[config.mk]
export PLATFORM = sky130hd
export DESIGN_NAME = gga_ram
export DESIGN_NICKNAME = d
export VERILOG_FILES = /design/src/rtl/core/gga_ram.sv
export SDC_FILE = /design/constraint.sdc
export NUM_CORES = 1
export LEC_CHECK = 0
export BUFFER_PORTS_ARGS = -buffer_cell sky130_fd_sc_hd__buf_2
export CAP_MARGIN = 25
export CORE_MARGIN = 2
export CORE_UTILIZATION = 44
export DETAILED_ROUTE_END_ITERATION = 7
export PLACE_DENSITY = 0.71
export SLEW_MARGIN = 25
export SYNTH_ARGS = -nofsm -noshare
export SYNTH_HDL_FRONTEND = slang
export SYNTH_SLANG_ARGS = --single-unit
[constraint.sdc]
create_clock -name clk -period 2.32 [get_ports clk]
set_clock_uncertainty 0.15 [all_clocks]
set_input_delay 0.58 -clock clk [delete_from_list [all_inputs] [get_ports clk]]
set_output_delay 0.58 -clock clk [all_outputs]
set_load 0.05 [all_outputs]
[src/rtl/core/gga_ram.sv]
// generic simple dual port ram with registered read
module gga_ram #(
  parameter int WIDTH = 8,
  parameter int DEPTH = 16
) (
  input  logic                     clk,
  input  logic                     we,
  input  logic [$clog2(DEPTH)-1:0] waddr,
  input  logic [WIDTH-1:0]         wdata,
  input  logic                     re,
  input  logic [$clog2(DEPTH)-1:0] raddr,
  output logic [WIDTH-1:0]         rdata
);

  logic [WIDTH-1:0] mem [DEPTH];
  logic [WIDTH-1:0] rdata_r;

  always_ff @(posedge clk) begin
    if (we) begin
      mem[waddr] <= wdata;
    end
    if (re) begin
      rdata_r <= mem[raddr];
    end
  end

  assign rdata = rdata_r;

endmodule

==> results.ini, run 1 <==
[synth]
seq_area_frac_synth=0.781
synth_area_um2=5230
synth_cell_types=18
ys_ff_latch=136
synth_nets=248
synth_compound_area_frac=0.0230
synthCells=229
synth_mux_area_frac=0.148
synth-simple-area-share=0.0314
yosys_warnings=0
synth.avg_cell_area_um2=22.8
synth_top_family_by_area=multiplexers
synth-xor-area-share=0
synthAdderAreaFrac=0

[timing]
worst_slack_ps=458
setup_viol=0
slew_headroom=0.686
fmax_mhz=537
slew_viol_final=0
worstMarginPinSlew_ps=470
min_period_ps=1860
hold_violations=0
rsz0062_at_grt=false
setup_tns_ps=0
post-route-period-util=0.803

[power]
p_leak_nw=2.12
ir_drop_mv=0.569
p_per_area_nw_per_um2=915

[layout]
final_common_cell=edfxtp_1
drive_gt1_frac=0.328
nNetsFinal=305
final_cell_count_no_fill=442
fillers=862
final_cell_mix=136 x edfxtp_1, 26 x buf_2, 19 x buf_4
antenna_cells=0
area_growth_pct=19.4

[clocking]
cts_tree=yes
clkLatencyLatePin_ps=400
clk_pin_slew_ps=60
cts_buffers=17
clkSinkCount=136
post_cts_buffers=0
h-tree-depth=4
ctsLongestPathBuffers=2
cts_resized=0
cts_root_buf=clkbuf_16
cts_hold_buffers=0

[setup_path]
required_ps=2320
critical-path-slowest-cell=mux4_1
max_stage_delay_ps=560
crit_path_cell_trace=buf_2 > buf_12 > mux4_1 > a22oi_1 > nand2_1
crit_arrival_ps=1860
crit_fanout=16
crit_type=input port to flop
critPathCaptureType=flop
critical_path.startpoint_type=input port

[status]
status=finished with violations
violations=DRC

[place]
place_ws_ps=47.7
io_buffer_count=26
dp_hpwl_mm=6.08
place_inst=410
gp_congestion=0.746

[drt]
wl_mm=9.44
drt-initial-drc-count=233
vias=2485
ant_nets=0
dr.pass1.iters=6
drt-wirelength-per-cell_um=21.4
post-route-drc-count=3
viasPerCell=5.62

[floorplan]
row_count=39
design.core.area_um2=11500
die_w_um=113
fp.dieH_um=113
start_util=0.454
ioPinCount=27
die_area_um2=12800

[global_routing]
antenna_found_initial=0
grtUsageTotal=0.158
grt_pass1_vias=2476
grt_max_degree=33
overflow=0
grt_pass1_wl_mm=14.5

[worst_hold_path]
hp-class=input port to flop

[flow_run]
cap_viol_max_count=0

[area by class of cell]
class / count / area, um^2 / area share
timing repair buffer: 48 / 333 / 0.0533
sequential: 136 / 4080 / 0.654
clock inverter: 15 / 165 / 0.0265
clock buffer: 17 / 425 / 0.0681
multi-input combinational: 83 / 1060 / 0.169
tap: 143 / 179 / 0.0287
[metrics by stage]
stage                util  total power [mW]  area (um^2)  hold slack [ps]
global placement    0.491              3.12         5650              578
finish              0.542              5.71         6240              386
CTS                 0.542              5.75         6240              378
floorplan               -              3.01         5230              529
detailed placement  0.491              3.13         5650              588
global route        0.542              5.89         6240              378
[kinds of logic (layout without fill, tap and decap cells)]
logic type      after synthesis  in the layout
flops                       136            136
simple gates                 35             35
mux                          32             32
compound gates               16             16
buf+inv                      10             80
[registers in the layout (all words and copies together), names as in the netlist]
register,flops
mem,128
rdata,8
[synth_stat cells]
master             n  area [um^2]
nand3b_1           2         15.0
nor2_1            13         48.8
buf_6              3         33.8
nor3_1             4         20.0
mux4_1            14          368
or3b_2             1         8.76
clkdlybuf4s25_2    3         30.0
edfxtp_1         136         4080
and2b_1            1         7.51
a22oi_1           16          120
mux4_2            18          405
nand2_1            9         33.8
buf_4              1         7.51
nand2b_1           2         12.5
and2_1             1         6.26
buf_2              3         15.0
nor2b_1            1         6.26
nand3_1            1         5.00
[metal layers]
layer | up-vias | wire length, um | track usage
met4 | 0 | 73 | 0.0447
met1 | 1300 | 4470 | 0.234
li1 | 1097 | - | -
met3 | 9 | 473 | 0.0434
met5 | - | 0 | 0
met2 | 79 | 4420 | 0.234
[final timing paths]
path,cells past startpoint,slack [ps],to,start
setup / recovery,5,460,rdata[3],raddr[0]
setup reg to reg,3,660,rdata[3],mem[1][3]
hold / removal,1,390,rdata[1],re
hold reg to reg,3,600,rdata[1],mem[14][1]
[power breakdown]
part           leakage (nW)  internal [mW]  switching [mW]
combinational         0.603          0.114           0.184
clock                 0.285           1.61            1.03
sequential             1.24           2.77          0.0133
total                  2.12           4.49            1.22
[critical path: cells and delay by family]
kind                   cells  cell delay, ps
multiplexers               1             560
AO/OA/AOI/OAI              1             310
buffers and inverters      2             320
AND/OR/NAND/NOR            1              80
Note: power is estimated with default switching activity, not from simulation.
==> run 2: changes to the inputs <==
--- a/config.mk
+++ b/config.mk
@@ -10,7 +10,7 @@
 export CORE_MARGIN = 2
 export CORE_UTILIZATION = 44
 export DETAILED_ROUTE_END_ITERATION = 7
-export PLACE_DENSITY = 0.71
+export PLACE_DENSITY = 0.73
 export SLEW_MARGIN = 25
 export SYNTH_ARGS = -nofsm -noshare
 export SYNTH_HDL_FRONTEND = slang
==> constraint.sdc (replaced) <==
create_clock -name clk -period 1.6 [get_ports clk]
set_clock_uncertainty 0.15 [all_clocks]
set_input_delay 0.4 -clock clk [delete_from_list [all_inputs] [get_ports clk]]
set_output_delay 0.4 -clock clk [all_outputs]
set_load 0.05 [all_outputs]
==> run 2 against run 1 <==
The flow still finishes with violations (DRC); wire length increased by 11%; sequential cell count unchanged; global-route usage increased by 1.2 points; sequential share of layout area decreased by 3.0 points; power increased by 50%; critical path type is now flop to flop; largest power group unchanged.
==> results.ini, run 2 (synthesis results as in run 1) <==
[flow_run]
cap_viol_max_count=0

[setup_path]
crit_type=flop to flop
crit_fanout=1
critical_path.startpoint_type=flop
crit_arrival_ps=1600
critPathCaptureType=flop
required_ps=1600

[clocking]
cts_buffers=17
clk_pin_slew_ps=60
clkSinkCount=136
clkLatencyLatePin_ps=410
h-tree-depth=4
cts_tree=yes
cts_root_buf=clkbuf_16
cts_hold_buffers=0
ctsLongestPathBuffers=2

[timing]
hold_slack_ps=226
hold_violations=0
setup_viol=0
post-route-period-util=1.00
fmax_mhz=625
setup_tns_ps=0
slew_viol_final=0
rsz0062_at_grt=true
slew_headroom=0.371
worstMarginPinSlew_ps=942
min_period_ps=1600

[drt]
wl_mm=10.4
vias=2548
post-route-drc-count=2
dr.pass1.iters=6
ant_nets=0
viasPerCell=5.52
drt-initial-drc-count=255
drt-wirelength-per-cell_um=22.6

[floorplan]
die_w_um=113
row_count=39
design.core.area_um2=11500
start_util=0.454
die_area_um2=12800
fp.dieH_um=113
ioPinCount=27

[layout]
utilization=0.568
final_common_cell=edfxtp_1
area_growth_pct=25.1
largest_reg_flops=128
final_cell_mix=136 x edfxtp_1, 36 x buf_4, 32 x mux4_2
nNetsFinal=325
antenna_cells=0
top_register=mem
drive_gt1_frac=0.448

[global_routing]
grt_max_degree=18
antenna_found_initial=0
grtUsageTotal=0.170
grt_pass1_vias=2675
grt_pass1_wl_mm=15.6
overflow=0

[power]
p_per_area_nw_per_um2=1310
power_mw=8.57
p_leak_nw=2.21
ir_drop_mv=0.627

[place]
gp_congestion=0.756
io_buffer_count=26
dp_hpwl_mm=6.49

[status]
status=finished with violations
violations=DRC

[worst_hold_path]
hp-class=input port to flop

## run 2: repair_timing
action | in CTS | in global routing
gates cloned | 0 | 2
pin swaps | 1 | 2
endpoints found under the setup margin | 9 | 10
resized for setup | 9 | 8
buffers inserted | 3 | 6
## run 2: path summary, 6_finish.rpt
check,endpoint,startpoint,slack (ps),cells after the start
worst max-delay path,rdata[0],mem[0][0],0.7,3
worst min-delay path,mem[7][2],wdata[2],230,1
worst max register to register,rdata[0],mem[0][0],0.7,3
worst min register to register,rdata[4],mem[15][4],600,3
## run 2: worst max-delay path, stage by stage, from the launching register on
cell	delay, ps
edfxtp_1	380
mux4_2	480
a22oi_2	260
nand2_1	70
## run 2: through the flow
step                cells  area [um^2]  setup slack [ps]
floorplan             229         5250              -150
global placement      419         5760              -505
detailed placement    419         5760              -492
CTS                   454         6420              1.67
global route          462         6540             -36.4
finish                462         6540             0.658
## run 2: power breakdown
part           switching [mW]  internal, mW
logic                   0.300         0.229
registers              0.0245          4.02
clock network            1.41          2.59
## run 2: layer usage
metal  GRT usage  vias up  wire length, um
met5           0        -                0
met2       0.265      108             5120
met1       0.228     1301             4400
met4      0.0610        0              142
met3      0.0541       18              777
li1            -     1121                -
## run 2: cell type report
cell class / instances / area, um^2
Sequential cell: 136 / 4080
Multi-Input combinational cell: 83 / 1070
Clock buffer: 18 / 429
Tap cell: 143 / 179
Timing Repair Buffer: 68 / 594
Fill cell: 844 / 4980
Clock inverter: 14 / 181
