### src/rtl/core/gga_pkg.sv
// shared widths, register indexes, reset values and multiplier request layout for the gated armor assignment block
package gga_pkg;

  localparam int SLOTS     = 4;
  localparam int SLOT_W    = 2;
  localparam int POS_W     = 16;
  localparam int YAW_W     = 16;
  localparam int DIFF_W    = POS_W + 1;
  localparam int SQ_W      = 32;
  localparam int DIST2_W   = SQ_W + 2;
  localparam int OBS_OUT_W = 4;
  localparam int CFG_IDX_W = 2;

  typedef logic [CFG_IDX_W-1:0] cfg_idx_t;

  localparam cfg_idx_t CFG_MAX_DIST = 2'd0;
  localparam cfg_idx_t CFG_MAX_YAW  = 2'd1;

  localparam logic [15:0] MAX_DIST_RST = 16'd500;
  localparam logic [15:0] MAX_YAW_RST  = 16'd5461;

  typedef logic [1:0] axis_t;

  localparam axis_t AX_X = 2'd0;
  localparam axis_t AX_Y = 2'd1;
  localparam axis_t AX_Z = 2'd2;

  typedef struct packed {
    logic                     en;
    logic signed [DIFF_W-1:0] opa;
    logic signed [DIFF_W-1:0] opb;
  } mul_req_t;

endpackage

### src/rtl/core/gga_mul.sv
// shared signed multiplier with registered product, used for squares and the gate limit
module gga_mul (
  input  logic              clk,
  input  gga_pkg::mul_req_t req,
  output logic [gga_pkg::SQ_W-1:0] prod
);

  logic signed [2*gga_pkg::DIFF_W-1:0] full;
  logic [gga_pkg::SQ_W-1:0]            prod_r;

  assign full = req.opa * req.opb;

  always_ff @(posedge clk) begin
    if (req.en) begin
      prod_r <= full[gga_pkg::SQ_W-1:0];
    end
  end

  assign prod = prod_r;

endmodule

### config.mk
export PLATFORM = sky130hd
export DESIGN_NAME = gga_mul
export DESIGN_NICKNAME = d
export VERILOG_FILES = /design/src/rtl/core/gga_pkg.sv /design/src/rtl/core/gga_mul.sv
export SDC_FILE = /design/constraint.sdc
export NUM_CORES = 1
export LEC_CHECK = 0
export ABC_AREA = 1
export BUFFER_PORTS_ARGS = -buffer_cell sky130_fd_sc_hd__buf_2
export CELL_PAD_IN_SITES_DETAIL_PLACEMENT = 1
export CELL_PAD_IN_SITES_GLOBAL_PLACEMENT = 1
export CORE_UTILIZATION = 49
export CTS_CLUSTER_DIAMETER = 40
export DETAILED_ROUTE_END_ITERATION = 6
export PLACE_DENSITY = 0.91
export SYNTH_ARGS = -nofsm -noshare
export SYNTH_HDL_FRONTEND = slang
export SYNTH_SLANG_ARGS = --single-unit
### constraint.sdc
create_clock -name clk -period 7.07 [get_ports clk]
set_input_delay 0 -clock clk [delete_from_list [all_inputs] [get_ports clk]]
set_output_delay 0 -clock clk [all_outputs]
set_load 0.03 [all_outputs]
==> metrics.md, run 1 <==
| Metric | Value |
|---|---|
| Status | completed |
| Post_cts resized | 0 |
| CTS HTree Levels | 2 |
| Initial antenna violation count | 0 |
| Syn_nets | roughly 2000 |
| Setup TNS | 0 ps |
| Full die area | between 20000 and 30000 um^2 |
| CP endpoint kind | flop |
| Max reg flops | 32 |
| Startpoint class of the critical path | primary input |
| Hold_sp | req[17] |
| Largest delay contributor family on the critical path | adder cells |
| Largest net degree at the start of global routing | 33 |
| Max-cap violations | 0 |
| CTS clock-pin slew for the worst setup and hold paths | 50 ps |
| CORE AREA | 24500 um^2 |
| Via count | 9883 |
| DP Wirelength | approximately 32000 um |
| Synthesized flop and latch total | 32 |
| GRT Overall Usage | 31.4% |
| Cell with the most instances on the worst path | fa_1 |
| Setup crit start | req[23] |
| CP required | 7110 ps |
| N_diodes | 0 |
| YS warnings | 0 |
| IO Port Bufs | between 60 and 70 |
| First-pass GRT wire length | 61600 um |
| Library cells used by synthesis | 31 |
| Fmax | 0.180 GHz |
| Final nets | ~2000 |
| Die width | 161 um |
| Grt ovf | 0 |
| Clk Tree Root Cell | clkbuf_16 |
| GPL Wtd Cong | 0.873 |
| DR pass1 iterations | 5 |
| Final Slew Violations | 0 |
| DRC violations left | 0 |
| Area growth, synth to finish | 5.26% |
| Final cycle utilization of the critical path | 78.7% |
| Antenna Nets Post-Route | 0 |
| Worst path max stage delay | 570 ps |
| Clock buffer depth | 2 |
| Critical path's slowest cell | fa_1 |
| Final hold vios | 0 |
| Vias in the first global route | 12100 |
| Commonest non-fill, non-tap cell in the layout | inv_1 |
| Worst-path cell chain | buf_2 -> nand2_1 -> fa_1 -> fa_1 -> fa_1 -> inv_1 -> fa_1 -> fa_1 -> inv_1 -> fa_1 -> inv_1 -> ha_1 -> nand2_1 -> inv_2 -> a21oi_1 -> nand3_1 -> nand2_1 -> nand3_1 -> nand3_1 -> nand2_1 |
| Wire per inst | 20.0 um |
| Mapped cell area | approximately 12000 um^2 |
| Buf+Inv Stages, Crit Path | 5 |
| Postcts setup bufs | 0 |
| Total wire length | 37700 um |
| Synth Area per Inst | between 7 and 8 um^2 |
| Crit path DAT | 5610 ps |
| Sequential fraction of the synthesis area | approximately 8% |
| Starting Density | 50.3% |
| Placed Area | 12800 um^2 |
| Final worst path period need | 5570 ps |
| Clock Sinks | 32 |
| Placement Rows | 57 |
| Die Height | 161 um |
| TritonCTS Buffers | 5 |
| Critical path type | in2reg |
| Ports | a little under 70 |
| Max_slew headroom | 46.5% |
| Design Area, Final | 13000 um^2 |
| CP Max Fanout | 17 |
| Ratio of cells with drive above 1 in the final layout | 6.15% |
| Most frequent cells in the layout | 493 x inv_1, 390 x nand2_1, 282 x fa_1 |
| CTS Hold Bufs | 0 |
| Via-to-Cell Ratio | around 5.2 |
| RSZ-0062 raised after global routing | no |
| Syn Inst Count | 1552 |
| Worst slew pin tran | 803 ps |
| 1st-iter DRT viols | 442 |
| Hold Path Class | in2reg |
| Setup violations, final | 0 |
| CTS tree | built |
==> path summary, 6_finish.rpt <==
check | endpoint | slack [ps] | depth (start not counted)
setup / recovery | prod[31] | 1500 | 20
hold / removal | prod[0] | 260 | 3
==> routing by layer <==
layer	track usage, %	routed length [um]
met1	31.5	12500
met2	61.4	21100
met3	2.56	1260
met4	21.0	2790
met5	0	0
==> synthesized netlist by cell type, drive strengths merged <==
| library cell | number | area (um^2) |
|---|---|---|
| xnor2 | 6 | 52.6 |
| fa | 282 | 5650 |
| o211ai | 1 | 7.51 |
| nor2 | 61 | 260 |
| ha | 82 | 1030 |
| buf | 6 | 26.3 |
| inv | 497 | 1870 |
| nand3b | 1 | 7.51 |
| o21a | 1 | 7.51 |
| nand3 | 33 | 170 |
| clkbuf | 61 | 229 |
| or2 | 7 | 43.8 |
| nor3 | 8 | 40.0 |
| a21o | 4 | 30.0 |
| xor2 | 17 | 149 |
| o21bai | 3 | 22.5 |
| edfxtp | 32 | 961 |
| o21ai | 14 | 70.1 |
| nand4 | 8 | 50.1 |
| nand2 | 397 | 1510 |
| a21oi | 31 | 159 |
==> cell type report <==
cell class / count / area (um^2)
Tap cell: 324 / 405
Clock buffer: 6 / 129
Multi-Input combinational cell: 956 / 9250
Fill cell: 3068 / 11500
Clock inverter: 2 / 35.0
Sequential cell: 32 / 961
Inverter: 497 / 1870
Timing Repair Buffer: 67 / 335
==> stage by stage <==
stage / setup WS, ps / cells / util, % / hold slack [ps]
after floorplan: 1770 / 1552 / - / 112
after global placement: 1560 / 1876 / 52.3 / 476
after detailed placement: 1340 / 1876 / 52.3 / 478
after CTS: 1620 / 1884 / 52.9 / 247
after global routing: 1250 / 1884 / 52.9 / 277
final: 1500 / 1884 / 52.9 / 261
==> kinds of logic (layout without fill, tap and decap cells) <==
| group | Yosys count | in the layout | share of synthesized area [%] |
|---|---|---|---|
| xor gates and xnor gates | 23 | 23 | 1.63 |
| and+or+nand+nor | 515 | 515 | 16.9 |
| adders and majority gates | 364 | 364 | 54.1 |
| buffers and inverters | 564 | 572 | 17.2 |
| AOI/OAI and AO/OA | 54 | 54 | 2.40 |
| DFF | 32 | 32 | 7.79 |
Power of run 1 is not shown: default switching activity piles up to over one toggle a cycle in this logic, so the estimate is an artifact.
==> run 2: changes to the inputs <==
--- a/config.mk
+++ b/config.mk
@@ -5,14 +5,14 @@
 export SDC_FILE = /design/constraint.sdc
 export NUM_CORES = 1
 export LEC_CHECK = 0
-export ABC_AREA = 1
+export ABC_AREA = 0
 export BUFFER_PORTS_ARGS = -buffer_cell sky130_fd_sc_hd__buf_2
 export CELL_PAD_IN_SITES_DETAIL_PLACEMENT = 1
 export CELL_PAD_IN_SITES_GLOBAL_PLACEMENT = 1
-export CORE_UTILIZATION = 49
+export CORE_UTILIZATION = 50
 export CTS_CLUSTER_DIAMETER = 40
 export DETAILED_ROUTE_END_ITERATION = 6
-export PLACE_DENSITY = 0.91
+export PLACE_DENSITY = 0.9
 export SYNTH_ARGS = -nofsm -noshare
 export SYNTH_HDL_FRONTEND = slang
 export SYNTH_SLANG_ARGS = --single-unit
==> constraint.sdc (replaced) <==
create_clock -name clk -period 5.13 [get_ports clk]
set_input_delay 0 -clock clk [delete_from_list [all_inputs] [get_ports clk]]
set_output_delay 0 -clock clk [all_outputs]
set_load 0.03 [all_outputs]
==> metrics.md, run 2 <==
| Metric | Value |
|---|---|
| Status | finished with violations |
| Failing checks | setup timing |
| Worst-path cell chain | buf_6 -> and2_1 -> fa_1 -> inv_1 -> fa_1 -> fa_1 -> inv_1 -> fa_2 -> fa_1 -> inv_2 -> fa_1 -> inv_2 -> ha_4 -> nand2_1 -> o211ai_1 -> a41oi_2 -> o21ai_2 -> a21oi_4 -> o31ai_4 -> a21oi_2 -> xnor2_2 |
| Max reg flops | 32 |
| CP required | 5160 ps |
| Filler Cell Count | 2420 |
| Post-synth top flop | edfxtp_1 |
| First-pass GRT wire length | about 67000 um |
| Full die area | 23800 um^2 |
| Die Height | 154 um |
| Non-Filler Instances | between 1500 and 2000 |
| Max_slew headroom | a little under half |
| Placement Rows | between 50 and 60 |
| CTS clock-pin slew for the worst setup and hold paths | 60 ps |
| Clock Sinks | 32 |
| DRC violations left | 0 |
| Ratio of cells with drive above 1 in the final layout | 27.0% |
| Via count | 10261 |
| CTS Hold Bufs | 0 |
| Final nets | 1800 |
| YS warnings | 0 |
| Asr flop ratio synth | 0% |
| Final worst path period need | 5960 ps |
| Max-cap violations | 0 |
| Hold Path Class | in2reg |
| Setup violations, final | 18 |
| 1st-iter DRT viols | 700 |
| CP Max Fanout | 10 |
| Synthesized flop and latch total | 32 |
| Largest area contributor in the netlist | fa_1 |
| Largest delay contributor family on the critical path | adder cells |
| Synth area leaders | fa_1 49%, inv_1 10%, ha_1 8.9% |
| Library cells used by synthesis | 49 |
| Clk Tree Root Cell | clkbuf_16 |
| DR pass1 iterations | 5 |
| Final cycle utilization of the critical path | 116% |
| Core Util, Final | 64.1% |
| Critical path's slowest cell | fa_1 |
| RSZ-0062 raised after global routing | yes |
| GRT Overall Usage | 39.0% |
| Worst setup margin | -827 ps |
| Vias in the first global route | 12108 |
| Most frequent cell after synthesis | inv_1 |
| Antenna Nets Post-Route | 0 |
| Via-to-Cell Ratio | 6.08 |
| Total wire length | slightly above 50000 um |
| Fmax | 0.168 GHz |
| Crit path DAT | 5990 ps |
| Startpoint class of the critical path | primary input |
| Post-synth top area share | around half |
| Synth top cells by count | 308 x inv_1, 282 x fa_1, 144 x and2_1 |
| Syn_nets | 1590 |
| CTS HTree Levels | 2 |
| Final hold vios | 0 |
| Syn Inst Count | roughly 1200 |
| DP Wirelength | 33000 um |
| Clock buffer depth | 2 |
| Commonest non-fill, non-tap cell in the layout | inv_1 |
| CTS tree | built |
| Sequential fraction of the synthesis area | around 8.3% |
| IO Port Bufs | 67 |
| GPL Wtd Cong | 0.932 |
| Die width | 154 um |
| Most frequent cells in the layout | 288 x inv_1, 262 x fa_1, 145 x buf_4 |
| Largest net degree at the start of global routing | 33 |
| CP endpoint kind | flop |
| CORE AREA | 22600 um^2 |
| EDFF count, synth | 32 |
| Worst slew pin tran | around 820 ps |
| Cell with the most instances on the worst path | fa_1 |
| Area growth, synth to finish | 25.3% |
| TritonCTS Buffers | 5 |
| Critical path type | in2reg |
| Ports | 68 |
| Buf+Inv Stages, Crit Path | 5 |
| Worst path max stage delay | 610 ps |
| Wire per inst | 29.8 um |
| Synth Area per Inst | 9.73 um^2 |
| Grt ovf | 0 |
| Final Slew Violations | 0 |
| Starting Density | 51.1% |
| Initial antenna violation count | 4 |
| Post-Place Cells | 1644 |
| Mapped cell area | between 10000 and 15000 um^2 |
[run 2: final timing paths]
| check | cells after the start | endpoint | start |
|---|---|---|---|
| setup / recovery | 21 | prod[29] | req[26] |
| hold / removal | 2 | prod[0] | req[0] |
[run 2: cell type report]
cell class | count | area [um^2] | area share [%]
Tap cell | 285 | 357 | 2.46
Timing Repair Buffer | 240 | 2040 | 14.1
Multi-Input combinational cell | 812 | 9810 | 67.7
Inverter | 309 | 1160 | 8.01
Clock inverter | 3 | 37.5 | 0.259
Clock buffer | 5 | 125 | 0.863
Sequential cell | 32 | 961 | 6.62
Antenna cell | 2 | 5.00 | 0.0345
[run 2: kinds of logic (layout without fill, tap and decap cells)]
logic type                 count (synthesis)  count (layout)  synth area share, %
AOI/OAI and AO/OA                         74              74                 4.97
xor gates and xnor gates                  41              41                 3.10
adders and majority gates                364             364                 57.6
buffers and inverters                    346             557                 11.4
DFF                                       32              32                 8.30
other                                      0               2                    0
and+or+nand+nor                          333             333                 14.6
[run 2: timing repair]
action | in CTS | in global routing
resized for setup | 160 | 64
pin swaps | 65 | 54
buffers inserted | 19 | 15
cloned | 1 | 1
endpoints found under the setup margin | 15 | 17
[run 2: layer usage]
metal | GRT usage, % | vias to the layer above | routed length, um
met5 | 0 | - | 26
met4 | 34.0 | 4 | 6440
met3 | 8.40 | 452 | 4480
met2 | 73.1 | 783 | 24900
met1 | 35.3 | 5131 | 14400
li1 | - | 3891 | -
[run 2: stage by stage]
stage	area (um^2)	TNS [ps]	hold WS [ps]	setup WS, ps
after global placement	13200	-2090	479	-245
after CTS	14100	-86.7	277	-41.0
after detailed placement	13200	-7390	481	-718
after floorplan	11600	-3.90	112	-3.90
after global routing	14500	-10490	331	-961
final	14500	-8450	314	-827
Power of run 2 is left out for the same reason.
